File: config.mk
export PLATFORM = sky130hd
export DESIGN_NAME = tree_interval_frame_router
export DESIGN_NICKNAME = d
export VERILOG_FILES = /design/src/hdl/tifr_pkg.sv /design/src/hdl/tifr_regs.sv /design/src/hdl/tifr_decide.sv /design/src/hdl/tree_interval_frame_router.sv
export SDC_FILE = /design/constraint.sdc
export NUM_CORES = 1
export LEC_CHECK = 0
export ABC_AREA = 1
export BUFFER_PORTS_ARGS = -buffer_cell sky130_fd_sc_hd__buf_2
export CORE_UTILIZATION = 35
export CTS_BUF_LIST = sky130_fd_sc_hd__clkbuf_4
export CTS_CLUSTER_DIAMETER = 120
export DETAILED_ROUTE_END_ITERATION = 16
export GPL_TIMING_DRIVEN = 1
export HOLD_SLACK_MARGIN = 0.02
export PLACE_DENSITY_LB_ADDON = 0.05
export SETUP_SLACK_MARGIN = 0.4
export SYNTH_ARGS = -nofsm -noshare
export SYNTH_HDL_FRONTEND = slang
export SYNTH_HIERARCHICAL = 1
export SYNTH_SLANG_ARGS = --single-unit
File: constraint.sdc
create_clock -name clk -period 7.2 [get_ports clk]
set_clock_uncertainty 0.15 [all_clocks]
set_input_delay 0.72 -clock clk [delete_from_list [all_inputs] [get_ports clk]]
set_output_delay 0.72 -clock clk [all_outputs]
set_load 0.05 [all_outputs]
File: src/hdl/tifr_pkg.sv
// Shared types, constants and register map of the tree interval frame router.
`timescale 1ns / 1ps

package tifr_pkg;

  // Largest number of edges a panel can have.
  localparam int MAX_EDGES = 4;
  localparam int EDGES_DEF = 4;

  localparam int EDGE_W   = 2;
  localparam int INDEX_W  = 16;
  localparam int COUNT_W  = 3;
  localparam int ADDR_W   = 5;
  localparam int DATA_W   = 32;

  // Reset value of the edge count register.
  localparam logic [COUNT_W-1:0] EDGE_COUNT_RST = 3'd4;

  // Register indexes (byte address is four times the index).
  typedef enum logic [2:0] {
    REG_HAS_PARENT     = 3'd0,
    REG_PARENT_EDGE    = 3'd1,
    REG_CONNECTED_MASK = 3'd2,
    REG_EDGE_COUNT     = 3'd3,
    REG_CHILD_INDEX_0  = 3'd4,
    REG_CHILD_INDEX_1  = 3'd5,
    REG_CHILD_INDEX_2  = 3'd6,
    REG_CHILD_INDEX_3  = 3'd7
  } reg_idx_t;

  // Kinds of routing decision.
  typedef enum logic [2:0] {
    KIND_NO_PARENT = 3'd0,
    KIND_UPSTREAM  = 3'd1,
    KIND_ONE_CHILD = 3'd2,
    KIND_FLOOD     = 3'd3,
    KIND_DROPPED   = 3'd4
  } route_kind_t;

  // Frame header as it arrives.
  typedef struct packed {
    logic [EDGE_W-1:0]  from_edge;
    logic [INDEX_W-1:0] target_panel;
  } tifr_in_t;

  // Routing decision as it leaves.
  typedef struct packed {
    logic [MAX_EDGES-1:0] egress_mask;
    route_kind_t          route_kind;
  } tifr_out_t;

  // Scalar topology settings handed from the register block to the decision logic.
  typedef struct packed {
    logic                 has_parent;
    logic [EDGE_W-1:0]    parent_edge;
    logic [MAX_EDGES-1:0] connected_mask;
    logic [COUNT_W-1:0]   edge_count;
  } tifr_topo_t;

endpackage

File: src/hdl/tifr_regs.sv
// Configuration register block with its APB-style access port.
`timescale 1ns / 1ps

module tifr_regs #(
  parameter int EDGES = tifr_pkg::EDGES_DEF
) (
  input  logic                                   clk,
  input  logic                                   rst_n,
  input  logic                                   psel,
  input  logic                                   penable,
  input  logic                                   pwrite,
  input  logic [tifr_pkg::ADDR_W-1:0]            paddr,
  input  logic [tifr_pkg::DATA_W-1:0]            pwdata,
  output logic [tifr_pkg::DATA_W-1:0]            prdata,
  output logic                                   pready,
  output tifr_pkg::tifr_topo_t                   topo,
  output logic [EDGES-1:0][tifr_pkg::INDEX_W-1:0] child_idx
);

  tifr_pkg::tifr_topo_t                    topo_r, topo_nxt;
  logic [EDGES-1:0][tifr_pkg::INDEX_W-1:0] child_r, child_nxt;
  tifr_pkg::reg_idx_t                      sel_idx;
  logic                                    wr_en;

  assign pready  = 1'b1;
  assign sel_idx = tifr_pkg::reg_idx_t'(paddr[tifr_pkg::ADDR_W-1:2]);
  assign wr_en   = psel & penable & pwrite & pready;

  // Next register values for a completed write transfer.
  always_comb begin
    topo_nxt  = topo_r;
    child_nxt = child_r;
    if (wr_en) begin
      unique case (sel_idx)
        tifr_pkg::REG_HAS_PARENT:     topo_nxt.has_parent     = pwdata[0];
        tifr_pkg::REG_PARENT_EDGE:    topo_nxt.parent_edge    = pwdata[tifr_pkg::EDGE_W-1:0];
        tifr_pkg::REG_CONNECTED_MASK:
          topo_nxt.connected_mask = pwdata[tifr_pkg::MAX_EDGES-1:0];
        tifr_pkg::REG_EDGE_COUNT:     topo_nxt.edge_count     = pwdata[tifr_pkg::COUNT_W-1:0];
        default: begin
          for (int e = 0; e < EDGES; e++) begin
            if (sel_idx == tifr_pkg::reg_idx_t'(tifr_pkg::REG_CHILD_INDEX_0 + e)) begin
              child_nxt[e] = pwdata[tifr_pkg::INDEX_W-1:0];
            end
          end
        end
      endcase
    end
  end

  // Register storage.
  always_ff @(posedge clk) begin
    if (!rst_n) begin
      topo_r.has_parent     <= 1'b0;
      topo_r.parent_edge    <= '0;
      topo_r.connected_mask <= '0;
      topo_r.edge_count     <= tifr_pkg::EDGE_COUNT_RST;
      child_r               <= '0;
    end else begin
      topo_r  <= topo_nxt;
      child_r <= child_nxt;
    end
  end

  // Read data; child indexes beyond the panel's edges read as zero.
  always_comb begin
    prdata = '0;
    unique case (sel_idx)
      tifr_pkg::REG_HAS_PARENT:     prdata[0] = topo_r.has_parent;
      tifr_pkg::REG_PARENT_EDGE:    prdata[tifr_pkg::EDGE_W-1:0] = topo_r.parent_edge;
      tifr_pkg::REG_CONNECTED_MASK: prdata[tifr_pkg::MAX_EDGES-1:0] = topo_r.connected_mask;
      tifr_pkg::REG_EDGE_COUNT:     prdata[tifr_pkg::COUNT_W-1:0] = topo_r.edge_count;
      default: begin
        for (int e = 0; e < EDGES; e++) begin
          if (sel_idx == tifr_pkg::reg_idx_t'(tifr_pkg::REG_CHILD_INDEX_0 + e)) begin
            prdata[tifr_pkg::INDEX_W-1:0] = child_r[e];
          end
        end
      end
    endcase
  end

  assign topo      = topo_r;
  assign child_idx = child_r;

endmodule

File: src/hdl/tifr_decide.sv
// Combinational routing decision for one registered frame header.
`timescale 1ns / 1ps

module tifr_decide #(
  parameter int EDGES = tifr_pkg::EDGES_DEF
) (
  input  tifr_pkg::tifr_topo_t                   topo,
  input  logic [EDGES-1:0][tifr_pkg::INDEX_W-1:0] child_idx,
  input  tifr_pkg::tifr_in_t                     hdr,
  output tifr_pkg::tifr_out_t                    res
);

  // Only edges that the panel can have are ever connected.
  localparam logic [tifr_pkg::MAX_EDGES-1:0] LIVE = tifr_pkg::MAX_EDGES'((1 << EDGES) - 1);

  logic [tifr_pkg::MAX_EDGES-1:0] conn;
  logic [tifr_pkg::MAX_EDGES-1:0] flood;
  logic [tifr_pkg::MAX_EDGES-1:0] best_mask;
  logic [tifr_pkg::INDEX_W-1:0]   best_idx;
  logic                           all_known;

  assign conn = topo.connected_mask & LIVE;

  // Flood set: connected edges inside the edge count, except the arrival edge.
  always_comb begin
    flood = '0;
    for (int e = 0; e < EDGES; e++) begin
      flood[e] = (tifr_pkg::COUNT_W'(e) < topo.edge_count) &&
                 (hdr.from_edge != tifr_pkg::EDGE_W'(e)) && conn[e];
    end
  end

  // Child with the largest known index not above the target; the lowest edge wins a tie.
  always_comb begin
    best_mask = '0;
    best_idx  = '0;
    all_known = 1'b1;
    for (int e = 0; e < EDGES; e++) begin
      if (flood[e]) begin
        if (child_idx[e] == '0) begin
          all_known = 1'b0;
        end else if (child_idx[e] <= hdr.target_panel && child_idx[e] > best_idx) begin
          best_idx  = child_idx[e];
          best_mask = tifr_pkg::MAX_EDGES'(1) << e;
        end
      end
    end
  end

  // Final decision.
  always_comb begin
    res.egress_mask = '0;
    res.route_kind  = tifr_pkg::KIND_NO_PARENT;
    priority if (!topo.has_parent) begin
      res.route_kind = tifr_pkg::KIND_NO_PARENT;
    end else if (hdr.from_edge != topo.parent_edge) begin
      res.route_kind = tifr_pkg::KIND_UPSTREAM;
      if (conn[topo.parent_edge]) begin
        res.egress_mask = tifr_pkg::MAX_EDGES'(1) << topo.parent_edge;
      end
    end else if (hdr.target_panel != '0 && all_known) begin
      res.egress_mask = best_mask;
      res.route_kind  = (best_mask != '0) ? tifr_pkg::KIND_ONE_CHILD : tifr_pkg::KIND_DROPPED;
    end else begin
      res.egress_mask = flood;
      res.route_kind  = tifr_pkg::KIND_FLOOD;
    end
  end

endmodule

File: src/hdl/tree_interval_frame_router.sv
// Top level of the tree interval frame router: header register, decision logic, result register.
`timescale 1ns / 1ps

// Each accepted frame header yields exactly one routing decision, which passes through the header
// register and then the output register before it can be taken. A new header can be taken in every
// cycle while results are taken. The decision is made by a short chain of 16-bit compares, one per
// edge of the panel, and is then held in the output register. The header register is released
// whenever the output register is free or is being emptied, so headers flow back to back while
// results are taken. A stalled result holds up the input only once the header register is
// full as well.
// Configuration writes through the APB-style port are meant for idle periods only.
module tree_interval_frame_router #(
  parameter int EDGES = tifr_pkg::EDGES_DEF
) (
  input  logic                        clk,
  input  logic                        rst_n,
  input  logic                        in_valid,
  output logic                        in_ready,
  input  tifr_pkg::tifr_in_t          in_data,
  output logic                        out_valid,
  input  logic                        out_ready,
  output tifr_pkg::tifr_out_t         out_data,
  input  logic                        psel,
  input  logic                        penable,
  input  logic                        pwrite,
  input  logic [tifr_pkg::ADDR_W-1:0] paddr,
  input  logic [tifr_pkg::DATA_W-1:0] pwdata,
  output logic [tifr_pkg::DATA_W-1:0] prdata,
  output logic                        pready
);

  tifr_pkg::tifr_topo_t                    topo;
  logic [EDGES-1:0][tifr_pkg::INDEX_W-1:0] child_idx;
  tifr_pkg::tifr_in_t                      hdr_r;
  logic                                    hdr_vld_r, hdr_vld_nxt;
  tifr_pkg::tifr_out_t                     res;
  tifr_pkg::tifr_out_t                     res_r;
  logic                                    res_vld_r, res_vld_nxt;
  logic                                    res_load;
  logic                                    hdr_load;

  tifr_regs #(.EDGES(EDGES)) u_regs (
    .clk       (clk),
    .rst_n     (rst_n),
    .psel      (psel),
    .penable   (penable),
    .pwrite    (pwrite),
    .paddr     (paddr),
    .pwdata    (pwdata),
    .prdata    (prdata),
    .pready    (pready),
    .topo      (topo),
    .child_idx (child_idx)
  );

  tifr_decide #(.EDGES(EDGES)) u_decide (
    .topo      (topo),
    .child_idx (child_idx),
    .hdr       (hdr_r),
    .res       (res)
  );

  // Pipeline flow: the result register takes a decision when it is empty or being emptied.
  assign res_load    = hdr_vld_r && (!res_vld_r || out_ready);
  assign in_ready    = !hdr_vld_r || res_load;
  assign hdr_load    = in_valid && in_ready;
  assign hdr_vld_nxt = hdr_load || (hdr_vld_r && !res_load);
  assign res_vld_nxt = res_load || (res_vld_r && !out_ready);

  // Control state.
  always_ff @(posedge clk) begin
    if (!rst_n) begin
      hdr_vld_r <= 1'b0;
      res_vld_r <= 1'b0;
    end else begin
      hdr_vld_r <= hdr_vld_nxt;
      res_vld_r <= res_vld_nxt;
    end
  end

  // Payload registers.
  always_ff @(posedge clk) begin
    if (hdr_load) begin
      hdr_r <= in_data;
    end
    if (res_load) begin
      res_r <= res;
    end
  end

  assign out_valid = res_vld_r;
  assign out_data  = res_r;

endmodule

Yosys cells after proc, flatten, opt, wreduce, memory -nomap -nowiden
Cells that the tools add are included.
{"block": "classes", "n_bitwise": 5, "muxes": 44, "reduce_logical": 46, "eq_ne": 11, "magnitude_cmp": 13, "shift": 1}
{"cell": "16-bit 2-to-1 mux", "count": 13}
{"cell": "16-bit less-or-equal comparator", "count": 4}
{"cell": "16-bit logical NOT", "count": 4}
{"cell": "16-bit > comparator", "count": 3}
{"cell": "4-bit 2-to-1 mux", "count": 12}
{"cell": "1-bit logical AND", "count": 17}
{"cell": "16-bit by 1-bit > comparator with 1-bit output, second input constant", "count": 1}
{"cell": "16-bit nonzero test", "count": 1}
{"cell": "7-bit 2-to-1 mux", "count": 2}
{"cell": "3-bit == test, second input constant", "count": 4}
{"cell": "12-bit 2-to-1 mux", "count": 1}
{"cell": "3-bit AND reduction", "count": 4}
{"cell": "1-bit 2-to-1 mux", "count": 10}
{"cell": "1-bit one-hot mux with 4 select lines", "count": 2}
{"cell": "2-bit AND reduction", "count": 4}
{"cell": "3-bit by 2-bit == test with 1-bit output, second input constant", "count": 2}
{"cell": "1-bit by 3-bit < comparator with 1-bit output, first input constant", "count": 2}
{"cell": "2-bit by 3-bit < comparator with 1-bit output, first input constant", "count": 2}
{"cell": "3-bit OR reduction", "count": 2}
{"cell": "1-bit logical NOT", "count": 4}
{"cell": "1-bit logical OR", "count": 4}
{"cell": "2-bit != test, second input constant", "count": 2}
{"cell": "4-bit nonzero test", "count": 1}
{"cell": "2-bit OR reduction", "count": 2}
{"cell": "14 further kinds", "count": 17}
{"block": "totals", "input_bits": 62, "regBits": 101, "word_cells": 136, "out_inout_bits": 42}

Longest topological paths before layout
{"block": "depth", "depth_word": 24, "mapped_depth": 57}

Cells and area by module
Netlist, hierarchy kept.
{"mod": "tifr_decide", "seq_area_each_um2": 0.0, "area_each_um2": 3836.2, "cells_per_inst": 641, "n_inst": 1}
{"mod": "tifr_regs", "seq_area_each_um2": 1481.4, "area_each_um2": 3742.3, "cells_per_inst": 568, "n_inst": 1}
{"mod": "tree_interval_frame_router", "seq_area_each_um2": 790.8, "area_each_um2": 845.8, "cells_per_inst": 38, "n_inst": 1}

Least setup slack after synthesis
Ideal clock, no wire load.
{"block": "synth_path", "path_type": "register to register", "from": "register hdr_r[3] (netlist name)", "to": "register res_r, in the netlist out_data[3] (data pin)", "path_stages_with_launch": 50, "t_arrival_ns": 5.004, "setup_time_ns": 0.257, "required_time_ns": 6.793, "slack_ns": 1.789, "cell_sequence": "edfxtp_1 -> inv_1 -> ha_1 -> nand2_1 -> inv_1 -> nand2_1 -> nand2_1 -> nand2_1 -> nand2_1 -> nand2_1 -> nand2_1 -> a21boi_4 -> buf_12 -> nand2_2 -> ha_1 -> nand2_1 -> o21bai_1 -> nand2_1 -> (+14 left out) -> a21oi_2 -> nand2_2 -> inv_1 -> buf_2 -> nand2_1 -> nand2_1 -> ha_1 -> nand2_1 -> nor2_1 -> and2_1 -> nand2_1 -> nand3_1 -> a21oi_1 -> nand2_1 -> nand3_2 -> nor2_1 -> nor2_1 -> nor2_1"}
{"block": "synth_via", "elab_chain_len": 22, "word_cells_on_any_way": 36, "classes_between": "order compare (7); mux (23); reduce/logical (6)"}
{"element": "start: declaration", "line": "tree_interval_frame_router.sv:34", "text": "tifr_pkg::tifr_in_t hdr_r;"}
{"element": "start signal: assignment", "line": "tree_interval_frame_router.sv:84", "text": "hdr_r <= in_data;"}
{"element": "16-bit less-or-equal comparator", "line": "tifr_decide.sv:42", "text": "end else if (child_idx[e] <= hdr.target_panel && child_idx[e] > best_idx) begin"}
{"element": "1-bit logical AND", "line": "tifr_decide.sv:42"}
{"element": "16-bit 2-to-1 mux", "line": "tifr_decide.sv:42"}
{"element": "16-bit 2-to-1 mux", "line": "tifr_decide.sv:40", "text": "if (child_idx[e] == '0) begin"}
{"element": "16-bit 2-to-1 mux", "line": "tifr_decide.sv:39", "text": "if (flood[e]) begin"}
{"element": "16-bit > comparator", "line": "tifr_decide.sv:42"}
{"element": "1-bit logical AND", "line": "tifr_decide.sv:42"}
{"element": "16-bit 2-to-1 mux", "line": "tifr_decide.sv:42"}
{"element": "(+6 left out)"}
{"element": "16-bit 2-to-1 mux", "line": "tifr_decide.sv:39"}
{"element": "16-bit > comparator", "line": "tifr_decide.sv:42"}
{"element": "1-bit logical AND", "line": "tifr_decide.sv:42"}
{"element": "4-bit 2-to-1 mux", "line": "tifr_decide.sv:42"}
{"element": "4-bit 2-to-1 mux", "line": "tifr_decide.sv:40"}
{"element": "4-bit 2-to-1 mux", "line": "tifr_decide.sv:39"}
{"element": "7-bit 2-to-1 mux *", "line": "tifr_decide.sv:61", "text": "end else if (hdr.target_panel != '0 && all_known) begin"}
{"element": "7-bit 2-to-1 mux *", "line": "tifr_decide.sv:56", "text": "end else if (hdr.from_edge != topo.parent_edge) begin"}
{"element": "end signal: assignment", "line": "tree_interval_frame_router.sv:87", "text": "res_r <= res;"}
{"element": "end: declaration", "line": "tree_interval_frame_router.sv:37", "text": "tifr_pkg::tifr_out_t res_r;"}
Every way passes the cells marked *; elsewhere a longest branch is shown, timed or not.
A chain may end at the register's enable or synchronous reset.

Worst setup path in the final report
{"block": "layout_path", "from": "register hdr_r[4] (netlist name)", "to": "register res_r, in the netlist out_data[3] (data pin)"}
The elaborated chain is that of the path after synthesis.

==> out/metrics.yaml <==
status:
  status: "complete, no violations"
clock_network:
  cts_buffers: 9
  clkLatencyLatePin_ns: 0.51
  clkSlewWorstSetupHoldPaths_ns: 0.18
  cts_root_buf: "clkbuf_4"
  cts_hold_buf: 0
  ctsLongestPathBuffers: 2
  h-tree-depth: 3
  tritoncts: "built"
  cts.sinks: 101
routing:
  ant_nets: 0
  wire_per_inst_microns: 16.4
  num_vias: 8086
  vias_per_cell: 4.91
  drc: 0
  firstDrtPassIters: 5
  first_iter_violations: 606
  drt-total-wl_mm: 27.1
yosys:
  async_flop_share: 0
  avgSynthCellArea_sq_um: 6.76
  synth.most_common_cell: "nand2_1"
  synth_edf_count: 25
  yosysUniqueCellTypes: 43
  synth_common_cells: "285 x nand2_1, 248 x nor2_1, 112 x ha_1, 98 x inv_1, 80 x nand3_1"
  yosysWarnings: 6
  yosysTopAreaCell: "dfxtp_1"
  synth_area_sq_um: 8420
  seq_area_frac_synth: 0.270
  synth_top_cell_area_share: 0.181
  ys_ff_latch: 101
  synth_ff_type: "dfxtp_1"
  netlist_instances: 1247
  synth_area_leaders: "dfxtp_1 18%, ha_1 17%, nand2_1 13%, nor2_1 11%, edfxtp_1 8.9%"
critical_path:
  critPathKind: "flop to flop"
  path_common_cell: "nand2_1"
  crit_required_ns: 7.33
  r2r_slack_ns: 0.78
  end_kind: "flop"
  endpoint: "out_data[3]"
  worst_path_max_delay_cell: "edfxtp_1"
  r2r-start: "hdr_r[4]"
  crit_path_start_kind: "flop"
  startpoint: "hdr_r[4]"
  max_stage_delay_ns: 0.45
  timing.rr.end: "out_data[3]"
  cp.arrival_ns: 6.55
  reg2reg_depth: 42
  path_max_fanout: 24
power:
  vdd_drop_max_v: 0.0000627
  power.density_nw_per_um2: 122
  leakage_nw: 4.83
grt:
  grt.total_usage: 0.223
  grt_antenna_before_repair: 1
  grt_pass1_wl_mm: 40.7
  grt_start_max_net_pins: 76
  overflow: 0
  grt_pass1_vias: 6899
sta:
  worst_pin_slew_ns: 1.05
  drv_slew: 0
  setup_violations: 0
  fin_setup_tns_ns: 0
  final_hold_viol_count: 0
  fmax_mhz: 156
  max_slew_margin: 0.298
  period_minus_slack_ns: 6.42
  min_period_over_period: 0.892
  rsz0062_at_grt: "no"
floorplanning:
  ios: 104
  die-area_sq_um: 24700
  coreArea_sq_um: 23500
  fp-row-count: 56
  die_w_microns: 157
  die_h_microns: 157
  start_util: 0.358
finish:
  area_growth_pct: 11.3
  drive_gt1_frac: 0.154
  nets: 1497
  fin_util: 0.398
place:
  dp.final_hpwl_mm: 20.9
  gp_congestion: 0.849
  portBuffers: 68
hold_path:
  min_from: "in_data[8]"
  min-delay-path-class: "primary input to flop"
job:
  maxCapViolations: 0
-- worst max-delay path, delay by kind of cell (launching register included) --
| kind | cells | cell delay [ns] |
|---|---|---|
| adders and majority gates | 4 | 1.20 |
| AOI/OAI and AO/OA | 8 | 1.12 |
| buffers and inverters | 7 | 1.11 |
| DFF | 1 | 0.45 |
| and+or+nand+nor | 23 | 2.15 |
-- state kept, by name, indices dropped and copies added, names as in the netlist --
register / flops
hdr_vld_r: 1
out_valid: 1
u_regs/topo: 10
u_regs/child_idx: 64
out_data: 7
hdr_r: 18
-- area by class of cell --
type	count	area, sq um
Fill cell	2571	14200
Multi-Input combinational cell	1001	5490
Sequential cell	101	2270
Timing Repair Buffer	108	694
Tap cell	319	399
Inverter	102	389
Clock buffer	10	75.1
Clock inverter	6	55.1
Antenna cell	1	2.50
-- layer usage --
layer / vias up / global-route usage / part of all wire
li1: 4205 / - / -
met1: 3680 / 0.348 / 0.53
met2: 190 / 0.324 / 0.41
met3: 11 / 0.0306 / 0.048
met4: 0 / 0.0361 / 0.0048
met5: - / 0 / 0
-- report_power, final --
group	switching, mW	leakage, nW	internal, mW
Clock	0.230	0.0666	0.0809
Combinational	0.165	3.90	0.0625
Sequential	0.0134	0.856	0.596
-- logic make-up after synthesis --
| group | after synthesis | share of synthesized area |
|---|---|---|
| simple gates | 718 | 0.368 |
| buf+inv | 160 | 0.0910 |
| compound gates | 153 | 0.103 |
| fa+ha+maj | 112 | 0.166 |
| flops | 101 | 0.270 |
| other cells | 2 | 0.000891 |
| xor+xnor | 1 | 0.00104 |
-- cell usage in the layout (no fill, tap or decap), types with 3 or more instances in the layout --
| master | netlist | layout |
|---|---|---|
| or2_2 | 4 | 4 |
| buf_12 | 1 | 4 |
| a21oi_2 | 3 | 4 |
| dfxtp_1 | 76 | 75 |
| nor2_4 | 5 | 5 |
| o21a_1 | 4 | 4 |
| or2_1 | 3 | 3 |
| clkinvlp_4 | 0 | 3 |
| nand2_2 | 19 | 20 |
| inv_2 | 2 | 7 |
| nand4_1 | 17 | 17 |
| conb_1 | 2 | 17 |
| a21oi_1 | 58 | 56 |
| buf_4 | 25 | 35 |
| o21ai_0 | 51 | 50 |
| o21ai_2 | 14 | 14 |
| buf_2 | 9 | 68 |
| ha_1 | 112 | 111 |
| nor3_1 | 37 | 37 |
| nand3_2 | 4 | 5 |
| nor2_1 | 248 | 244 |
| nor2_2 | 6 | 10 |
| nand3_1 | 80 | 79 |
| o21ai_1 | 17 | 18 |
| clkbuf_4 | 0 | 10 |
| edfxtp_1 | 25 | 25 |
| inv_1 | 98 | 91 |
| nand2_1 | 285 | 284 |
-- timing repair --
action,in CTS,in global routing
endpoints found under the hold margin,0,0
endpoints found under the setup margin,0,6
gates resized for setup,0,24
setup buffers,0,13
-- worst min path at each step --
| stage | end | slack, ns | depth (start not counted) |
|---|---|---|---|
| after global placement | out_valid | 0.33 | 2 |
| after floorplan | out_valid | 0.31 | 2 |
| after detailed placement | out_valid | 0.33 | 2 |
| after global routing | hdr_r[8] | 0.18 | 1 |
| final | hdr_r[8] | 0.22 | 1 |
| after CTS | hdr_r[17] | 0.18 | 1 |
-- metrics by stage --
step,power (mW),cell area [sq um],std cells,hold slack (ns),setup WS (ns)
after floorplan,0.775,8480,1262,0.311,1.79
after global placement,0.841,9080,1618,0.330,0.538
after detailed placement,0.842,9080,1618,0.328,0.516
after CTS,1.15,9210,1634,0.180,0.457
after global routing,1.20,9380,1648,0.179,0.398
final,1.15,9380,1648,0.225,0.776
(Power assumes the default switching activity.)
